--- src/sv/knpl_pkg.sv ---
// Shared types and constants for the knock pattern loader and player.
// Used by knpl_loader and knock_pattern_loader_player_unit; depends on nothing.
package knpl_pkg;

	// Pattern geometry.
	localparam int MAX_ENTRIES = 16;
	localparam int IDX_W       = $clog2(MAX_ENTRIES);
	localparam int CNT_W       = 5;
	localparam int DELAY_W     = 16;
	localparam int BYTE_W      = 8;

	// Register indexes on the configuration port.
	localparam int CFG_IDX_W = 1;
	localparam logic [CFG_IDX_W-1:0] CFG_LOOP_PAUSE = 1'd0;
	localparam logic [CFG_IDX_W-1:0] CFG_MARKER     = 1'd1;
	localparam int CFG_DATA_W = 16;

	// Reset values.
	localparam logic [DELAY_W-1:0] LOOP_PAUSE_RST    = 16'd100;
	localparam logic [BYTE_W-1:0]  MARKER_RST        = 8'd63;
	localparam logic [DELAY_W-1:0] DEFAULT_DELAY     = 16'd50;
	localparam int                 DEFAULT_ENTRIES   = 3;

	// Operation codes of an input word.
	localparam logic OP_TICK = 1'b0;
	localparam logic OP_BYTE = 1'b1;

	typedef enum logic [2:0] {
		PH_RESTART    = 3'd0,
		PH_PLAY       = 3'd1,
		PH_DELAY      = 3'd2,
		PH_NEXT_LOOP  = 3'd3,
		PH_LOOP_PAUSE = 3'd4
	} player_phase_t;

	typedef enum logic [1:0] {
		PS_SEEK  = 2'd0,
		PS_COUNT = 2'd1,
		PS_LOW   = 2'd2,
		PS_HIGH  = 2'd3
	} parse_phase_t;

	// Status from the loader to the player.
	typedef struct packed {
		logic               commit;
		logic [CNT_W-1:0]   count_next;
		logic [CNT_W-1:0]   count_now;
		logic [DELAY_W-1:0] rd_data;
	} ld_status_t;

endpackage

--- src/sv/knpl_loader.sv ---
// Packet byte parser with the two-bank pattern store and bank entry counts.
// Depends on knpl_pkg.
module knpl_loader (
	input  logic                           clk,
	input  logic                           arst_n,
	input  logic                           byte_en,
	input  logic [knpl_pkg::BYTE_W-1:0]    rx_byte,
	input  logic                           last_byte,
	input  logic [knpl_pkg::BYTE_W-1:0]    marker,
	input  logic [knpl_pkg::IDX_W-1:0]     rd_idx,
	output knpl_pkg::ld_status_t           status
);

	localparam logic [knpl_pkg::CNT_W-1:0]  MAX_CNT  = knpl_pkg::CNT_W'(knpl_pkg::MAX_ENTRIES);
	localparam logic [knpl_pkg::BYTE_W-1:0] MAX_BYTE = knpl_pkg::BYTE_W'(knpl_pkg::MAX_ENTRIES);

	knpl_pkg::parse_phase_t parse_q, parse_d;
	logic [knpl_pkg::CNT_W-1:0]   idx_q, idx_d;
	logic [knpl_pkg::BYTE_W-1:0]  hold_q, hold_d;
	logic                         act_q;
	logic [knpl_pkg::CNT_W-1:0]   cnt_q [2];
	logic [knpl_pkg::DELAY_W-1:0] store_q [2][knpl_pkg::MAX_ENTRIES];

	logic                         stg;
	logic [knpl_pkg::CNT_W-1:0]   cnt_stg_d;
	logic                         cnt_wr;
	logic                         clr_en;
	logic                         wr_en;
	logic                         commit;

	assign stg = ~act_q;

	// Parser next state, store write controls and commit.
	always_comb begin
		parse_d   = parse_q;
		idx_d     = idx_q;
		hold_d    = hold_q;
		cnt_stg_d = cnt_q[stg];
		cnt_wr    = 1'b0;
		clr_en    = 1'b0;
		wr_en     = 1'b0;
		commit    = 1'b0;
		if (byte_en) begin
			case (parse_q)
				knpl_pkg::PS_SEEK: begin
					if (rx_byte == marker) begin
						clr_en    = 1'b1;
						cnt_stg_d = '0;
						cnt_wr    = 1'b1;
						parse_d   = knpl_pkg::PS_COUNT;
					end
				end
				knpl_pkg::PS_COUNT: begin
					cnt_stg_d = (rx_byte > MAX_BYTE) ? MAX_CNT : rx_byte[knpl_pkg::CNT_W-1:0];
					cnt_wr    = 1'b1;
					idx_d     = '0;
					parse_d   = knpl_pkg::PS_LOW;
				end
				knpl_pkg::PS_LOW: begin
					if (idx_q < cnt_q[stg] && idx_q < MAX_CNT) begin
						hold_d  = rx_byte;
						parse_d = knpl_pkg::PS_HIGH;
					end
				end
				knpl_pkg::PS_HIGH: begin
					wr_en   = (idx_q < MAX_CNT);
					idx_d   = idx_q + 1'b1;
					parse_d = knpl_pkg::PS_LOW;
				end
				default: begin
					parse_d = knpl_pkg::PS_SEEK;
				end
			endcase
			// The final byte of a packet returns to seeking and commits if a marker was seen.
			if (last_byte) begin
				commit  = (parse_d != knpl_pkg::PS_SEEK);
				parse_d = knpl_pkg::PS_SEEK;
			end
		end
	end

	// Parser registers.
	always_ff @(posedge clk or negedge arst_n) begin
		if (!arst_n) begin
			parse_q <= knpl_pkg::PS_SEEK;
			idx_q   <= '0;
			hold_q  <= '0;
			act_q   <= 1'b0;
			cnt_q[0] <= knpl_pkg::CNT_W'(knpl_pkg::DEFAULT_ENTRIES);
			cnt_q[1] <= '0;
		end else begin
			parse_q <= parse_d;
			idx_q   <= idx_d;
			hold_q  <= hold_d;
			if (cnt_wr) begin
				cnt_q[stg] <= cnt_stg_d;
			end
			if (commit) begin
				act_q <= stg;
			end
		end
	end

	// Pattern store: marker clears the whole staging bank, a high byte writes one entry.
	always_ff @(posedge clk or negedge arst_n) begin
		if (!arst_n) begin
			for (int b = 0; b < 2; b++) begin
				for (int e = 0; e < knpl_pkg::MAX_ENTRIES; e++) begin
					store_q[b][e] <= (b == 0 && e < knpl_pkg::DEFAULT_ENTRIES) ?
						knpl_pkg::DEFAULT_DELAY : '0;
				end
			end
		end else if (clr_en) begin
			for (int e = 0; e < knpl_pkg::MAX_ENTRIES; e++) begin
				store_q[stg][e] <= '0;
			end
		end else if (wr_en) begin
			store_q[stg][idx_q[knpl_pkg::IDX_W-1:0]] <= {rx_byte, hold_q};
		end
	end

	// Status toward the player.
	always_comb begin
		status.commit     = commit;
		status.count_now  = cnt_q[act_q];
		status.count_next = commit ? cnt_stg_d : cnt_q[act_q];
		status.rd_data    = store_q[act_q][rd_idx];
	end

endmodule

--- src/sv/knock_pattern_loader_player_unit.sv ---
// Top level of the knock pattern loader and player: player state machine,
// configuration registers and result register. Depends on knpl_pkg and knpl_loader.

// Each accepted word is either a timer tick (operation 0) or one received
// packet byte (operation 1), and produces exactly one result word in the next
// cycle: knock on ticks, pattern_loaded on the final byte of a packet that
// carried the marker, and the entry count of the active pattern. The block
// takes one word per clock cycle; all the work for a word fits between the
// input handshake and the single result register, so the only limit on rate
// is the result register, and in_stall is raised only while a result is held
// there and out_stall is high. Configuration writes are taken at any edge
// with cfg_we high and should be made while no word is in flight.
module knock_pattern_loader_player_unit (
	input  logic                               clk,
	input  logic                               arst_n,
	// Configuration port.
	input  logic                               cfg_we,
	input  logic [knpl_pkg::CFG_IDX_W-1:0]     cfg_index,
	input  logic [knpl_pkg::CFG_DATA_W-1:0]    cfg_data,
	// Input channel.
	input  logic                               in_valid,
	output logic                               in_stall,
	input  logic                               operation,
	input  logic [knpl_pkg::BYTE_W-1:0]        rx_byte,
	input  logic                               last_byte,
	// Output channel.
	output logic                               out_valid,
	input  logic                               out_stall,
	output logic                               knock,
	output logic                               pattern_loaded,
	output logic [knpl_pkg::CNT_W-1:0]         loaded_count
);

	localparam logic [knpl_pkg::CNT_W-1:0] MAX_CNT = knpl_pkg::CNT_W'(knpl_pkg::MAX_ENTRIES);

	logic [knpl_pkg::DELAY_W-1:0] loop_pause_q;
	logic [knpl_pkg::BYTE_W-1:0]  marker_q;

	knpl_pkg::player_phase_t      phase_q, phase_d;
	logic [knpl_pkg::CNT_W-1:0]   pos_q, pos_d;
	logic [knpl_pkg::DELAY_W-1:0] timer_q, timer_d;
	logic                         knock_d;

	logic                         accept;
	logic                         tick_en;
	logic                         byte_en;
	knpl_pkg::ld_status_t         ld_status;

	logic                         out_valid_q;
	logic                         knock_q;
	logic                         loaded_q;
	logic [knpl_pkg::CNT_W-1:0]   count_q;

	// Input handshake: a word is taken unless a held result is stalled.
	assign in_stall = out_valid_q & out_stall;
	assign accept   = in_valid & ~in_stall;
	assign tick_en  = accept & (operation == knpl_pkg::OP_TICK);
	assign byte_en  = accept & (operation == knpl_pkg::OP_BYTE);

	// Configuration registers.
	always_ff @(posedge clk or negedge arst_n) begin
		if (!arst_n) begin
			loop_pause_q <= knpl_pkg::LOOP_PAUSE_RST;
			marker_q     <= knpl_pkg::MARKER_RST;
		end else if (cfg_we) begin
			case (cfg_index)
				knpl_pkg::CFG_LOOP_PAUSE: loop_pause_q <= cfg_data;
				knpl_pkg::CFG_MARKER:     marker_q     <= cfg_data[knpl_pkg::BYTE_W-1:0];
				default: ;
			endcase
		end
	end

	knpl_loader u_loader (
		.clk       (clk),
		.arst_n    (arst_n),
		.byte_en   (byte_en),
		.rx_byte   (rx_byte),
		.last_byte (last_byte),
		.marker    (marker_q),
		.rd_idx    (pos_q[knpl_pkg::IDX_W-1:0]),
		.status    (ld_status)
	);

	// Player next state; a commit forces the loop pause to start over.
	always_comb begin
		phase_d = phase_q;
		pos_d   = pos_q;
		timer_d = timer_q;
		knock_d = 1'b0;
		if (tick_en) begin
			case (phase_q)
				knpl_pkg::PH_PLAY: begin
					knock_d = 1'b1;
					if (pos_q >= ld_status.count_now || pos_q >= MAX_CNT) begin
						phase_d = knpl_pkg::PH_NEXT_LOOP;
					end else begin
						timer_d = ld_status.rd_data;
						pos_d   = pos_q + 1'b1;
						phase_d = knpl_pkg::PH_DELAY;
					end
				end
				knpl_pkg::PH_DELAY: begin
					if (timer_q <= knpl_pkg::DELAY_W'(1)) begin
						timer_d = '0;
						phase_d = knpl_pkg::PH_PLAY;
					end else begin
						timer_d = timer_q - 1'b1;
					end
				end
				knpl_pkg::PH_NEXT_LOOP: begin
					timer_d = loop_pause_q;
					phase_d = knpl_pkg::PH_LOOP_PAUSE;
				end
				knpl_pkg::PH_LOOP_PAUSE: begin
					if (timer_q <= knpl_pkg::DELAY_W'(1)) begin
						timer_d = '0;
						phase_d = knpl_pkg::PH_RESTART;
					end else begin
						timer_d = timer_q - 1'b1;
					end
				end
				default: begin
					pos_d   = '0;
					phase_d = knpl_pkg::PH_PLAY;
				end
			endcase
		end else if (ld_status.commit) begin
			phase_d = knpl_pkg::PH_NEXT_LOOP;
		end
	end

	// Player state register.
	always_ff @(posedge clk or negedge arst_n) begin
		if (!arst_n) begin
			phase_q <= knpl_pkg::PH_RESTART;
			pos_q   <= '0;
			timer_q <= '0;
		end else begin
			phase_q <= phase_d;
			pos_q   <= pos_d;
			timer_q <= timer_d;
		end
	end

	// Result register valid flag.
	always_ff @(posedge clk or negedge arst_n) begin
		if (!arst_n) begin
			out_valid_q <= 1'b0;
		end else if (accept) begin
			out_valid_q <= 1'b1;
		end else if (!out_stall) begin
			out_valid_q <= 1'b0;
		end
	end

	// Result register payload.
	always_ff @(posedge clk) begin
		if (accept) begin
			knock_q  <= knock_d;
			loaded_q <= ld_status.commit;
			count_q  <= ld_status.count_next;
		end
	end

	assign out_valid      = out_valid_q;
	assign knock          = knock_q;
	assign pattern_loaded = loaded_q;
	assign loaded_count   = count_q;

`ifndef NO_ASSERTIONS
	// An accepted word always shows up as a result on the next cycle.
	a_accept_gives_result: assert property (@(posedge clk) disable iff (!arst_n)
		accept |=> out_valid)
		else $error("accepted word produced no result");

	// A tick never commits a pattern and a byte never knocks.
	a_knock_xor_load: assert property (@(posedge clk) disable iff (!arst_n)
		out_valid |-> !(knock && pattern_loaded))
		else $error("knock and pattern_loaded together");

	// The active entry count never exceeds the pattern capacity.
	a_count_range: assert property (@(posedge clk) disable iff (!arst_n)
		out_valid |-> (loaded_count <= MAX_CNT))
		else $error("loaded_count out of range");

	// A commit sends the player to the next-loop phase, which restarts the loop pause, on the next cycle.
	a_commit_phase: assert property (@(posedge clk) disable iff (!arst_n)
		ld_status.commit |=> (phase_q == knpl_pkg::PH_NEXT_LOOP))
		else $error("commit did not restart the loop pause");
`endif

endmodule
--- config.mk ---
export PLATFORM = sky130hd
export DESIGN_NAME = knock_pattern_loader_player_unit
export DESIGN_NICKNAME = d
export VERILOG_FILES = /design/src/sv/knpl_pkg.sv /design/src/sv/knpl_loader.sv /design/src/sv/knock_pattern_loader_player_unit.sv
export SDC_FILE = /design/constraint.sdc
export NUM_CORES = 1
export LEC_CHECK = 0
export CELL_PAD_IN_SITES_DETAIL_PLACEMENT = 1
export CELL_PAD_IN_SITES_GLOBAL_PLACEMENT = 1
export CORE_MARGIN = 8
export CORE_UTILIZATION = 58
export CTS_BUF_LIST = sky130_fd_sc_hd__clkbuf_8
export CTS_CLUSTER_SIZE = 20
export DETAILED_ROUTE_END_ITERATION = 10
export DONT_BUFFER_PORTS = 1
export PLACE_DENSITY_LB_ADDON = 0.1
export SYNTH_ARGS = -nofsm -noshare
export SYNTH_HDL_FRONTEND = slang
export SYNTH_SLANG_ARGS = --single-unit
--- constraint.sdc ---
create_clock -name clk -period 8.2 [get_ports clk]
set_input_delay 1.64 -clock clk [delete_from_list [all_inputs] [get_ports clk]]
set_output_delay 1.64 -clock clk [all_outputs]
set_load 0.01 [all_outputs]
==> impl_metrics.py <==
metrics = {
    "run_status": {
        "status": "finished with violations",
        "violations": "max-slew violations",
    },
    "clock_network": {
        "cts.clk_slew.worst_paths_ns": 0.07,
        "htreeDepth": 3,
        "clock_sinks": 594,
        "cts_hold_buf": 0,
        "clkLatencyLatePin_ns": 0.72,
        "cts_inserted_buffers": 101,
        "root_buffer": "clkbuf_8",
        "post_cts_buffers": 0,
        "cts_tree": "yes",
        "post_cts_resized": 0,
        "clock_path_buffers": 3,
    },
    "floorplan": {
        "initial_core_util_pct": 58.3,
        "core_um2": 48500,
        "fp-row-count": 81,
        "die_width_um": 237,
        "die_y_um": 237,
        "dieArea_um2": 56100,
        "io_pins": 41,
    },
    "routing": {
        "avgViaCountPerCell": 6.92,
        "first_pass_iters": 5,
        "vias": 22300,
        "wl_per_cell_um": 29.6,
        "postRouteAntennaNets": 0,
        "drt_iter0_markers": 2315,
        "drc": 0,
        "wirelength_um": 95000,
    },
    "timing": {
        "timing.setup.tns_ns": 0,
        "setup_viol": 0,
        "rsz0062_at_grt": "false",
        "worst_pin_slew_ns": 1.97,
        "slew_headroom_pct": -31.7,
        "skew_ns": 0.0426,
        "finalHoldViolCount": 0,
        "drv_slew": 348,
        "fin_crit_sh_pct": 53.4,
        "fin_crit_ns": 4.38,
        "max_clock_freq_ghz": 0.228,
    },
    "logic_synthesis": {
        "synthTopCellsByArea": "dfrtp_1 (50%), a22o_1 (8.4%), nand2_1 (7.6%)",
        "ys_seq_elements": 594,
        "ys_top_cells_by_count": "nand2_1 (575), dfrtp_1 (567), a22o_1 (272), o21ai_0 (260), clkbuf_1 (104)",
        "syn_inst": 2591,
        "avgSynthCellArea_um2": 10.9,
        "synth_top_flop_cell": "dfrtp_1",
        "syn_nets": 2639,
        "yosysWarnings": 0,
        "async_flop_share_pct": 98.8,
        "ys_seq_area_share_pct": 52.8,
        "synth_area_um2": 28300,
        "yosysTopAreaCellShare_pct": 50.2,
        "synth_most_common_cell": "nand2_1",
        "synth_cell_types": 76,
        "yosys.area.top_type": "dfrtp_1",
        "synth-edff-count": 7,
    },
    "critical_path": {
        "cp.required_ns": 8.78,
        "r2r-end": "u_loader.store_q[463]",
        "rr_worst_depth": 6,
        "criticalPathCategory": "flip-flop to flip-flop",
        "slowest_delay_ns": 0.96,
        "crit_path_max_fanout": 22,
        "r2r_slack_ns": 3.82,
        "cp-end-kind": "flip-flop",
        "critPathCapture": "u_loader.store_q[463]",
        "start_kind": "flip-flop",
        "slowest_stage": "nor2_1",
        "worstPathArrival_ns": 4.96,
        "path_cells": "clkinv_1 -> nor2_1 -> nand2_1 -> nor2_2 -> nor2_4 -> a22o_1",
        "worstSetupStartpoint": "u_loader.act_q",
        "reg2reg_from": "u_loader.act_q",
    },
    "global_routing": {
        "grtUsageTotal_pct": 34.1,
        "grt_pass1_wl_um": 148000,
        "antenna_found_initial": 3,
        "grt_overflow": 0,
        "grt_max_degree": 588,
        "grt_pass1_vias": 23800,
    },
    "cells_and_area": {
        "synthToLayoutAreaGrowth_pct": 7.13,
        "fin_nets": 2554,
        "drive_gt1_share_pct": 15.7,
        "postLayoutCellArea_um2": 30300,
        "utilization_pct": 62.4,
        "fill_cells": 5088,
    },
    "power_and_ir_drop": {
        "power_density_nw_per_um2": 254,
        "p_leak_nw": 13.0,
        "ir_drop_mv": 0.181,
    },
    "hold_path": {
        "worstHoldPathType": "flip-flop to flip-flop",
    },
    "placement": {
        "port_buffers": 0,
        "dpl_cell_area_um2": 28200,
        "hpwl_um": 58000,
        "gp_congestion": 0.889,
    },
    "run": {
        "drv_cap": 0,
    },
}
[final cells by class]
type	count	area, µm²	area share, %
Antenna cell	1	2.50	0.00826
Clock inverter	55	256	0.846
Tap cell	622	778	2.57
Sequential cell	594	14900	49.3
Timing Repair Buffer	38	298	0.983
Clock buffer	134	1840	6.09
Multi-Input combinational cell	1755	12100	40.0
Inverter	16	60.1	0.198
[layout by cell type, fill, tap and decap left out, types with 4 or more instances in the layout]
master and instances:
o21ai_1 29, nand4_1 11, nor2_1 53, nand3_1 30, a21o_1 4, nand2_1 575, a221oi_1 9, nand2b_1 11
ha_1 16, a211oi_1 6, o22ai_1 16, mux2_2 54, dfstp_2 20, buf_4 37, o211ai_1 9, mux2i_1 93
nor3_1 9, nor2_2 25, nor2b_1 13, nor3b_1 4, edfxtp_1 7, inv_1 53, xnor2_1 6, mux4_2 86
a22oi_1 25, a22o_1 272, clkinv_2 10, nor4_1 8, dfrtp_1 563, xor2_1 11, or3_1 8, and2_1 7
a21oi_1 30, a31oi_1 10, clkbuf_8 134, o21ai_0 259, nor2_4 14
[per-layer routing]
metal	part of all wire [%]	global-route usage, %	vias to the layer above
met2	46	51.9	1105
met4	4.3	15.3	6
li1	-	-	9177
met3	9.0	8.24	259
met5	0.041	0	-
met1	41	46.2	11700
[power breakdown]
| group | internal (W) | leakage (nW) | total [W] | switching (W) |
|---|---|---|---|---|
| clock network | 0.00146 | 1.23 | 0.00274 | 0.00127 |
| logic | 0.000543 | 3.68 | 0.00162 | 0.00107 |
| registers | 0.00306 | 8.11 | 0.00333 | 0.000276 |
[metrics by stage]
stage / hold WS, ns / instances / total power [W] / worst slack [ns]
final: 0.498 / 3215 / 0.00769 / 3.82
after global routing: 0.510 / 3214 / 0.00791 / 3.70
after detailed placement: 0.479 / 3025 / 0.00495 / 3.40
after global placement: 0.477 / 3025 / 0.00490 / 3.49
after floorplan: 0.461 / 2591 / 0.00438 / 4.73
after CTS: 0.499 / 3214 / 0.00767 / 3.92
[how the worst min path moves through the flow]
stage                                startpoint               endpoint  slack (ns)  cells past startpoint
after detailed placement  u_loader.store_q[127]  u_loader.store_q[127]        0.48                      1
after CTS                 u_loader.store_q[127]  u_loader.store_q[127]        0.50                      1
after global routing      u_loader.store_q[359]  u_loader.store_q[359]        0.51                      1
after floorplan           u_loader.store_q[358]  u_loader.store_q[358]        0.46                      1
after global placement    u_loader.store_q[458]  u_loader.store_q[458]        0.48                      1
final                     u_loader.store_q[476]  u_loader.store_q[476]        0.50                      1
[registers in the layout, summed over array words and instances, names as in the netlist, 5 cells and up]
name / cells
u_loader.cnt_q: 10
pos_q: 5
loop_pause_q: 16
u_loader.idx_q: 5
loaded_count: 5
marker_q: 8
u_loader.store_q: 512
timer_q: 16
u_loader.hold_q: 8
[cells by family after synthesis]
group,synth area share [%]
mux,12.3
simple gates,12.3
buf+inv,4.36
fa+ha+maj,0.708
flops,52.8
compound gates,17.1
xor+xnor,0.526
[worst max-delay path, delay by kind of cell, from the launching register on]
kind	cells	cell delay [ns]
and+or+nand+nor	4	2.64
DFF	1	0.70
buffers and inverters	1	0.61
AOI/OAI and AO/OA	1	0.27
No activity file was read; power rests on OpenSTA's default activity.
